`src/rtl/core/pps_pkg.sv`:
```
// Shared types and constants for the preemptive priority scheduler.
`default_nettype none
package pps_pkg;

  localparam int DEF_MAX_TASKS = 16;
  localparam int CMD_W         = 2;
  localparam int SLOT_W        = 4;
  localparam int TIME_W        = 16;
  localparam int WORK_W        = 16;
  localparam int PRIO_W        = 8;

  localparam logic [TIME_W-1:0] TIME_MAX = '1;

  typedef enum logic [CMD_W-1:0] {
    CMD_LOAD  = 2'd0,
    CMD_TICK  = 2'd1,
    CMD_CLEAR = 2'd2
  } cmd_t;

  typedef enum logic [1:0] {
    ST_IDLE,
    ST_SCAN,
    ST_DRAIN,
    ST_FINISH
  } state_t;

  // One task slot as held in the slot memory.
  typedef struct packed {
    logic [TIME_W-1:0] arrival;
    logic [WORK_W-1:0] remaining;
    logic [PRIO_W-1:0] priority_lvl;
  } entry_t;

  // Best ready task found so far in a scan.
  typedef struct packed {
    logic              found;
    logic [TIME_W-1:0] arrival;
    logic [WORK_W-1:0] remaining;
    logic [PRIO_W-1:0] priority_lvl;
  } best_t;

endpackage
`default_nettype wire

```
`src/rtl/core/pps_ifs.sv`:
```
// Valid/ready channel interfaces for task commands and tick reports.
`default_nettype none
interface pps_in_if
  import pps_pkg::*;
();
  logic              valid;
  logic              ready;
  logic [CMD_W-1:0]  cmd;
  logic [SLOT_W-1:0] slot;
  logic [TIME_W-1:0] arrival_time;
  logic [WORK_W-1:0] burst_length;
  logic [PRIO_W-1:0] priority_level;

  modport source (output valid, cmd, slot, arrival_time, burst_length, priority_level,
                  input ready);
  modport sink   (input valid, cmd, slot, arrival_time, burst_length, priority_level,
                  output ready);
endinterface

interface pps_out_if
  import pps_pkg::*;
();
  logic              valid;
  logic              ready;
  logic [SLOT_W-1:0] ran_slot;
  logic              idle;
  logic              finished;
  logic [TIME_W-1:0] finish_time;
  logic              all_done;

  modport source (output valid, ran_slot, idle, finished, finish_time, all_done,
                  input ready);
  modport sink   (input valid, ran_slot, idle, finished, finish_time, all_done,
                  output ready);
endinterface
`default_nettype wire

```
`src/rtl/core/pps_mem.sv`:
```
// Slot memory: one write port, one registered read port.
`default_nettype none
module pps_mem
  import pps_pkg::*;
#(
  parameter int DEPTH = DEF_MAX_TASKS,
  parameter int IDX_W = $clog2(DEF_MAX_TASKS)
) (
  input  wire logic             clk,
  input  wire logic             we,
  input  wire logic [IDX_W-1:0] wa,
  input  wire entry_t           wd,
  input  wire logic             re,
  input  wire logic [IDX_W-1:0] ra,
  output      entry_t           rd_data_r
);

  entry_t mem [DEPTH];

  always_ff @(posedge clk) begin
    if (we) begin
      mem[wa] <= wd;
    end
  end

  always_ff @(posedge clk) begin
    if (re) begin
      rd_data_r <= mem[ra];
    end
  end

endmodule
`default_nettype wire

```
`src/rtl/core/pps_scan.sv`:
```
// Running best-task tracker: one slot compared per cycle.
`default_nettype none
module pps_scan
  import pps_pkg::*;
#(
  parameter int IDX_W = $clog2(DEF_MAX_TASKS)
) (
  input  wire logic              clk,
  input  wire logic              rst_n,
  input  wire logic              start,
  input  wire logic              cmp_vld,
  input  wire logic [IDX_W-1:0]  cmp_idx,
  input  wire logic              cmp_live,
  input  wire entry_t            cmp_entry,
  input  wire logic [TIME_W-1:0] cur_time,
  output      best_t             best_r,
  output      logic [IDX_W-1:0]  best_idx_r
);

  best_t            best_nxt;
  logic [IDX_W-1:0] best_idx_nxt;
  logic             cand;
  logic             better;

  always_comb begin
    cand   = cmp_vld && cmp_live && (cmp_entry.arrival <= cur_time);
    // Slots arrive in ascending order, so strict compares keep the lower slot on a tie.
    better = !best_r.found
          || (cmp_entry.priority_lvl < best_r.priority_lvl)
          || ((cmp_entry.priority_lvl == best_r.priority_lvl)
              && (cmp_entry.arrival < best_r.arrival));
    best_nxt     = best_r;
    best_idx_nxt = best_idx_r;
    if (start) begin
      best_nxt.found = 1'b0;
    end else if (cand && better) begin
      best_nxt.found        = 1'b1;
      best_nxt.arrival      = cmp_entry.arrival;
      best_nxt.remaining    = cmp_entry.remaining;
      best_nxt.priority_lvl = cmp_entry.priority_lvl;
      best_idx_nxt          = cmp_idx;
    end
  end

  always_ff @(posedge clk) begin
    if (!rst_n) begin
      best_r.found <= 1'b0;
    end else begin
      best_r.found <= best_nxt.found;
    end
    best_r.arrival      <= best_nxt.arrival;
    best_r.remaining    <= best_nxt.remaining;
    best_r.priority_lvl <= best_nxt.priority_lvl;
    best_idx_r          <= best_idx_nxt;
  end

endmodule
`default_nettype wire

```
`src/rtl/core/preemptive_priority_scheduler_top.sv`:
```
// Preemptive priority scheduler top level: command FSM, slot memory and scan.
// Load and clear beats give no result.
// A tick beat reads every slot in turn through the single read port and
// comparator (ST_SCAN), drains the read pipe (ST_DRAIN), then writes back and
// registers the report (ST_FINISH), waiting there until the output register is free.
// Reset clears slot liveness, time and the report valid; the slot memory is not cleared.
`default_nettype none
module preemptive_priority_scheduler_top
  import pps_pkg::*;
#(
  parameter int MAX_TASKS = DEF_MAX_TASKS
) (
  input  wire logic clk,
  input  wire logic rst_n,
  pps_in_if.sink    in_ch,
  pps_out_if.source out_ch
);

  localparam int               IDX_W    = $clog2(MAX_TASKS);
  localparam logic [IDX_W-1:0] LAST_IDX = IDX_W'(MAX_TASKS - 1);

  // Control state
  state_t                 state_r, state_nxt;
  logic [IDX_W-1:0]       rd_idx_r, rd_idx_nxt;
  logic                   cmp_vld_r, cmp_vld_nxt;
  logic [IDX_W-1:0]       cmp_idx_r, cmp_idx_nxt;
  // A slot is live when it is loaded and still has work left
  logic [MAX_TASKS-1:0]   live_r, live_nxt;
  logic [TIME_W-1:0]      time_r, time_nxt;

  // Result register
  logic                   out_vld_r, out_vld_nxt;
  logic [SLOT_W-1:0]      ran_slot_r, ran_slot_nxt;
  logic                   idle_r, idle_nxt;
  logic                   finished_r, finished_nxt;
  logic [TIME_W-1:0]      finish_time_r, finish_time_nxt;
  logic                   all_done_r, all_done_nxt;

  // Memory and scan hookup
  logic                   mem_we;
  logic [IDX_W-1:0]       mem_wa;
  entry_t                 mem_wd;
  logic                   mem_re;
  entry_t                 mem_rd_data;
  logic                   scan_start;
  best_t                  best;
  logic [IDX_W-1:0]       best_idx;

  cmd_t                   in_cmd;
  logic                   slot_in_range;
  logic [WORK_W-1:0]      new_rem;
  logic                   fin;
  logic [MAX_TASKS-1:0]   live_upd;
  logic [TIME_W-1:0]      time_inc;

  pps_mem #(
    .DEPTH (MAX_TASKS),
    .IDX_W (IDX_W)
  ) u_mem (
    .clk       (clk),
    .we        (mem_we),
    .wa        (mem_wa),
    .wd        (mem_wd),
    .re        (mem_re),
    .ra        (rd_idx_r),
    .rd_data_r (mem_rd_data)
  );

  pps_scan #(
    .IDX_W (IDX_W)
  ) u_scan (
    .clk        (clk),
    .rst_n      (rst_n),
    .start      (scan_start),
    .cmp_vld    (cmp_vld_r),
    .cmp_idx    (cmp_idx_r),
    .cmp_live   (live_r[cmp_idx_r]),
    .cmp_entry  (mem_rd_data),
    .cur_time   (time_r),
    .best_r     (best),
    .best_idx_r (best_idx)
  );

  assign in_cmd        = cmd_t'(in_ch.cmd);
  assign slot_in_range = 32'(in_ch.slot) < 32'(MAX_TASKS);

  // Winner bookkeeping for the finish cycle
  always_comb begin
    new_rem  = best.remaining - WORK_W'(1);
    fin      = best.found && (new_rem == '0);
    live_upd = live_r;
    if (fin) begin
      live_upd[best_idx] = 1'b0;
    end
    // Saturate time at its maximum
    time_inc = (time_r == TIME_MAX) ? time_r : time_r + TIME_W'(1);
  end

  always_comb begin
    state_nxt       = state_r;
    rd_idx_nxt      = rd_idx_r;
    cmp_vld_nxt     = 1'b0;
    cmp_idx_nxt     = rd_idx_r;
    live_nxt        = live_r;
    time_nxt        = time_r;
    out_vld_nxt     = out_vld_r;
    ran_slot_nxt    = ran_slot_r;
    idle_nxt        = idle_r;
    finished_nxt    = finished_r;
    finish_time_nxt = finish_time_r;
    all_done_nxt    = all_done_r;
    mem_we          = 1'b0;
    mem_wa          = IDX_W'(in_ch.slot);
    mem_wd          = '{arrival:      in_ch.arrival_time,
                        remaining:    in_ch.burst_length,
                        priority_lvl: in_ch.priority_level};
    mem_re          = 1'b0;
    scan_start      = 1'b0;

    // Drop the report once the sink takes the beat
    if (out_vld_r && out_ch.ready) begin
      out_vld_nxt = 1'b0;
    end

    case (state_r)
      ST_IDLE: begin
        if (in_ch.valid) begin
          case (in_cmd)
            CMD_LOAD: begin
              if (slot_in_range) begin
                mem_we           = 1'b1;
                live_nxt[mem_wa] = (in_ch.burst_length != '0);
              end
            end
            CMD_TICK: begin
              scan_start = 1'b1;
              rd_idx_nxt = '0;
              state_nxt  = ST_SCAN;
            end
            CMD_CLEAR: begin
              live_nxt = '0;
              time_nxt = '0;
            end
            default: ;
          endcase
        end
      end
      ST_SCAN: begin
        // Read one slot per cycle; compare it the cycle after
        mem_re      = 1'b1;
        cmp_vld_nxt = 1'b1;
        cmp_idx_nxt = rd_idx_r;
        if (rd_idx_r == LAST_IDX) begin
          state_nxt = ST_DRAIN;
        end else begin
          rd_idx_nxt = rd_idx_r + IDX_W'(1);
        end
      end
      ST_DRAIN: begin
        state_nxt = ST_FINISH;
      end
      ST_FINISH: begin
        // Hold until the output register is free
        if (!out_vld_r || out_ch.ready) begin
          if (best.found) begin
            mem_we = 1'b1;
            mem_wa = best_idx;
            mem_wd = '{arrival:      best.arrival,
                       remaining:    new_rem,
                       priority_lvl: best.priority_lvl};
          end
          live_nxt        = live_upd;
          time_nxt        = time_inc;
          out_vld_nxt     = 1'b1;
          ran_slot_nxt    = best.found ? SLOT_W'(best_idx) : '0;
          idle_nxt        = !best.found;
          finished_nxt    = fin;
          finish_time_nxt = time_inc;
          all_done_nxt    = ~|live_upd;
          state_nxt       = ST_IDLE;
        end
      end
      default: begin
        state_nxt = ST_IDLE;
      end
    endcase
  end

  always_ff @(posedge clk) begin
    if (!rst_n) begin
      state_r   <= ST_IDLE;
      cmp_vld_r <= 1'b0;
      live_r    <= '0;
      time_r    <= '0;
      out_vld_r <= 1'b0;
    end else begin
      state_r   <= state_nxt;
      cmp_vld_r <= cmp_vld_nxt;
      live_r    <= live_nxt;
      time_r    <= time_nxt;
      out_vld_r <= out_vld_nxt;
    end
  end

  always_ff @(posedge clk) begin
    rd_idx_r      <= rd_idx_nxt;
    cmp_idx_r     <= cmp_idx_nxt;
    ran_slot_r    <= ran_slot_nxt;
    idle_r        <= idle_nxt;
    finished_r    <= finished_nxt;
    finish_time_r <= finish_time_nxt;
    all_done_r    <= all_done_nxt;
  end

  assign in_ch.ready        = (state_r == ST_IDLE);
  assign out_ch.valid       = out_vld_r;
  assign out_ch.ran_slot    = ran_slot_r;
  assign out_ch.idle        = idle_r;
  assign out_ch.finished    = finished_r;
  assign out_ch.finish_time = finish_time_r;
  assign out_ch.all_done    = all_done_r;

endmodule
`default_nettype wire

```
`src/flat_wrapper.sv`:
```
// flat-port wrapper written by rule: the top's interface ports become plain ports
module preemptive_priority_scheduler_top_flat import pps_pkg::*;
#(
  parameter int MAX_TASKS = DEF_MAX_TASKS
)
  (clk, rst_n, in_ch_valid, in_ch_cmd, in_ch_slot, in_ch_arrival_time, in_ch_burst_length, in_ch_priority_level, in_ch_ready, out_ch_valid, out_ch_ran_slot, out_ch_idle, out_ch_finished, out_ch_finish_time, out_ch_all_done, out_ch_ready);
  pps_in_if in_ch_i ();
  pps_out_if out_ch_i ();
  input  wire logic clk;
  input  wire logic rst_n;
  input wire logic [$bits(in_ch_i.valid)-1:0] in_ch_valid;
  input wire logic [$bits(in_ch_i.cmd)-1:0] in_ch_cmd;
  input wire logic [$bits(in_ch_i.slot)-1:0] in_ch_slot;
  input wire logic [$bits(in_ch_i.arrival_time)-1:0] in_ch_arrival_time;
  input wire logic [$bits(in_ch_i.burst_length)-1:0] in_ch_burst_length;
  input wire logic [$bits(in_ch_i.priority_level)-1:0] in_ch_priority_level;
  output wire logic [$bits(in_ch_i.ready)-1:0] in_ch_ready;
  output wire logic [$bits(out_ch_i.valid)-1:0] out_ch_valid;
  output wire logic [$bits(out_ch_i.ran_slot)-1:0] out_ch_ran_slot;
  output wire logic [$bits(out_ch_i.idle)-1:0] out_ch_idle;
  output wire logic [$bits(out_ch_i.finished)-1:0] out_ch_finished;
  output wire logic [$bits(out_ch_i.finish_time)-1:0] out_ch_finish_time;
  output wire logic [$bits(out_ch_i.all_done)-1:0] out_ch_all_done;
  input wire logic [$bits(out_ch_i.ready)-1:0] out_ch_ready;
  assign in_ch_i.valid = in_ch_valid;
  assign in_ch_i.cmd = in_ch_cmd;
  assign in_ch_i.slot = in_ch_slot;
  assign in_ch_i.arrival_time = in_ch_arrival_time;
  assign in_ch_i.burst_length = in_ch_burst_length;
  assign in_ch_i.priority_level = in_ch_priority_level;
  assign in_ch_ready = in_ch_i.ready;
  assign out_ch_valid = out_ch_i.valid;
  assign out_ch_ran_slot = out_ch_i.ran_slot;
  assign out_ch_idle = out_ch_i.idle;
  assign out_ch_finished = out_ch_i.finished;
  assign out_ch_finish_time = out_ch_i.finish_time;
  assign out_ch_all_done = out_ch_i.all_done;
  assign out_ch_i.ready = out_ch_ready;
  preemptive_priority_scheduler_top #(.MAX_TASKS(MAX_TASKS)) u_core (.clk(clk), .rst_n(rst_n), .in_ch(in_ch_i), .out_ch(out_ch_i));
endmodule
```
`config.mk`:
```
export PLATFORM = sky130hd
export DESIGN_NAME = preemptive_priority_scheduler_top_flat
export DESIGN_NICKNAME = d
export VERILOG_FILES = /design/src/rtl/core/pps_pkg.sv /design/src/rtl/core/pps_ifs.sv /design/src/rtl/core/pps_mem.sv /design/src/rtl/core/pps_scan.sv /design/src/rtl/core/preemptive_priority_scheduler_top.sv /design/src/flat_wrapper.sv
export SDC_FILE = /design/constraint.sdc
export NUM_CORES = 1
export LEC_CHECK = 0
export ABC_AREA = 1
export BUFFER_PORTS_ARGS = -buffer_cell sky130_fd_sc_hd__buf_2
export CAP_MARGIN = 5
export CORE_MARGIN = 2
export CORE_UTILIZATION = 57
export CTS_CLUSTER_SIZE = 25
export DETAILED_ROUTE_END_ITERATION = 16
export GPL_TIMING_DRIVEN = 0
export PLACE_DENSITY_LB_ADDON = 0.05
export SKIP_CTS_REPAIR_TIMING = 1
export SYNTH_ARGS = -nofsm -noshare
export SYNTH_HDL_FRONTEND = slang
export SYNTH_HIERARCHICAL = 1
export SYNTH_SLANG_ARGS = --single-unit
```
`constraint.sdc`:
```
create_clock -name clk -period 5 [get_ports clk]
set_input_delay 0.5 -clock clk [delete_from_list [all_inputs] [get_ports clk]]
set_output_delay 0.5 -clock clk [all_outputs]
set_load 0.02 [all_outputs]
```
==> run metrics <==
outcome completed; Period Utilization, post-route 94.2%; CTS sink count 792; synth unique cells 44; WP data arrival 5040 ps; commonest non-fill, non-tap cells in the layout 1143 x nand2_1, 751 x edfxtp_1, 599 x inv_1; fraction of registers with async set or reset after synthesis 0%; commonest non-fill, non-tap cell in the layout nand2_1; Setup Skew 17.0 ps; dpl hpwl 67200 um; DRT iter0 DRCs 2975; Cells after Synth 3605; pin count of the biggest net entering global routing 26; number of fill cells 4887; first-pass GRT wire length 148000 um; worst r2r src u_core/state_r[0]$_SDFFE_PN0P_; CP Capture Type flip-flop; worst-path maximum fanout 21; IO buf count 74; Overflow after GRT 0; sequential cell area 23400 um^2; Detail Route Antenna Nets 0; CTS root buf clkbuf_16; Post-Place Cells 4545; chip height 255 um; crit path time final 4710 ps; vias per inst 5.51; Routed wire per std cell 21.2 um; Area growth syn-to-layout 13.0%; FF+latch count, synth 792; Worst Setup SP u_core/state_r[0]$_SDFFE_PN0P_; Clk pin slew, worst setup/hold paths 60 ps; CP Launch Type flip-flop; footprint of the multi-input gates 9440 um^2; Max-cap violations 0; Yosys warning count 6; unrepaired setup endpoints after global routing no; Avg Inst Size Synth 9.94 um^2; Clock Path Buffers 3; Post-Syn Nets 3702; die footprint 64900 um^2; reg-to-reg slack, setup 290 ps; vias in the first global route 24800; setup slack at placement -11.3 ps; most frequent cell on the critical path inv_1; Core Area 61900 um^2; initial core utilization 57.9%; Slew Viols, Final 0; initial antenna violation count 1; Setup Viol. Count Final 0; Non-Filler Instances 4700; slew margin rel. 21.1%; final instance area 40500 um^2; Die W 255 um; crit-path max cell delay 850 ps; Power Dens Cells 511 nW/um^2; CP Data Required Time 5330 ps; via count 25900; All-Layer GR Usage 31.2%; n_diodes 0; final WL 99900 um; Hold Startpoint out_ch_ready; sequential area share after synthesis 65.2%; H-tree Lvls 3; Site Rows 91; Placer Congestion 0.890; worst hold path type input port to flip-flop; DRC violations left 0; TritonCTS Buffers 84; Skew-Pair Late Insertion Delay 640 ps; Worst-Margin Slew 1180 ps; ys flop type edfxtp_1; Post-synth EDFFs 751; leakage 0.0171 uW; layout cell share with drive strength beyond 1 10.1%; Crit-path slowest cell nor2_4; CTS tree done; final hold vios 0; crit path cell chain ha_1 > buf_2 > inv_1 > nor2_2 > inv_1 > nor2_2 > clkbuf_2 > o22ai_1 > inv_1 > nand2_1 > nor2_4 > buf_12; final-stage net count 3892; peak supply drop 0.000302 V; placed cell area 37900 um^2; Fmax achieved 212 MHz; WS Path Type flip-flop to flip-flop; num ports 75; Pre-antenna DRT Iters 6; Worst Slack Setup Final 291 ps; Cell Area, Synth 35800 um^2
-- final cells by class --
cell class / count / area share, %
Sequential cell: 792 / 57.7
Buffer: 152 / 2.16
Multi-Input combinational cell: 2051 / 23.3
Clock buffer: 102 / 5.36
Tap cell: 837 / 2.59
Timing Repair Buffer: 103 / 2.13
Clock inverter: 52 / 1.05
Inverter: 611 / 5.68
-- stage by stage --
stage | power (uW) | TNS (ps) | utilization (%) | hold WS, ps
floorplan | 12200 | -52920 | - | 398
global placement | 14600 | -2334820 | 60.2 | 404
detailed placement | 14800 | -135 | 61.2 | 406
CTS | 20600 | -298 | 65.3 | 142
global route | 21600 | 0 | 65.4 | 178
finish | 20700 | 0 | 65.4 | 171
-- report_power, final --
group          switching, uW  internal (uW)
Sequential               216           7760
Combinational           4870           1950
Clock                   2560           3320
-- worst max-delay path: cells and delay by family, from the launching register on --
kind,cells,cell delay [ps]
DFF,1,370
adders and majority gates,1,160
buffers and inverters,6,1500
and+or+nand+nor,4,2110
AOI/OAI and AO/OA,1,230
-- metal layers --
layer | track usage [%] | vias up | share of wire (%)
met5 | 0 | - | 0
met4 | 11.4 | 0 | 3.6
met3 | 5.02 | 217 | 8.8
met2 | 52.6 | 1163 | 48
met1 | 41.0 | 12400 | 39
li1 | - | 12100 | -
-- final timing paths --
| path | end | cells after the start |
|---|---|---|
| worst max-delay path | u_core/u_mem/mem[9][10]$_DFFE_PP_ | 12 |
| worst min-delay path | u_core/out_ch.valid$_SDFF_PN0_ | 4 |
| worst max register to register | u_core/u_mem/mem[9][10]$_DFFE_PP_ | 12 |
| worst min register to register | u_core/u_scan/best_r[10]$_DFFE_PP_ | 0 |
-- logic make-up (layout without fill, tap and decap cells) --
group	Yosys count	after routing	synth area share, %
AO/OA/AOI/OAI	120	120	1.86
XOR/XNOR	12	12	0.293
adder cells (fa/ha/maj)	47	47	1.64
buffers and inverters	763	1020	8.85
flip-flops	792	792	65.2
AND/OR/NAND/NOR	1866	1867	22.0
multiplexers	5	5	0.143
-- sequential cells by signal, summed over array words and instances (netlist names), 2 cells and up --
| signal | flops |
|---|---|
| u_core/cmp_idx_nxt | 4 |
| u_core/cmp_idx_r | 4 |
| u_core/live_r | 16 |
| u_core/out_ch.finish_time | 16 |
| u_core/out_ch.ran_slot | 4 |
| u_core/state_r | 2 |
| u_core/time_r | 16 |
| u_core/u_mem/mem | 640 |
| u_core/u_mem/rd_data_r | 40 |
| u_core/u_scan/best_idx_r | 4 |
| u_core/u_scan/best_r | 41 |
-- cell usage after synthesis, types with 17 or more instances --
cell	instances	area, um^2
nor2_1	149	559
a31oi_1	18	113
ha_1	47	588
inv_1	599	2250
edfxtp_1	751	22600
a21oi_1	40	200
nand3_1	513	2570
nand2_1	1143	4290
buf_1	17	63.8
clkbuf_1	31	116
buf_2	61	305
o21ai_0	42	210
dfxtp_1	41	821
buf_4	27	203
(Power assumes the default switching activity.)
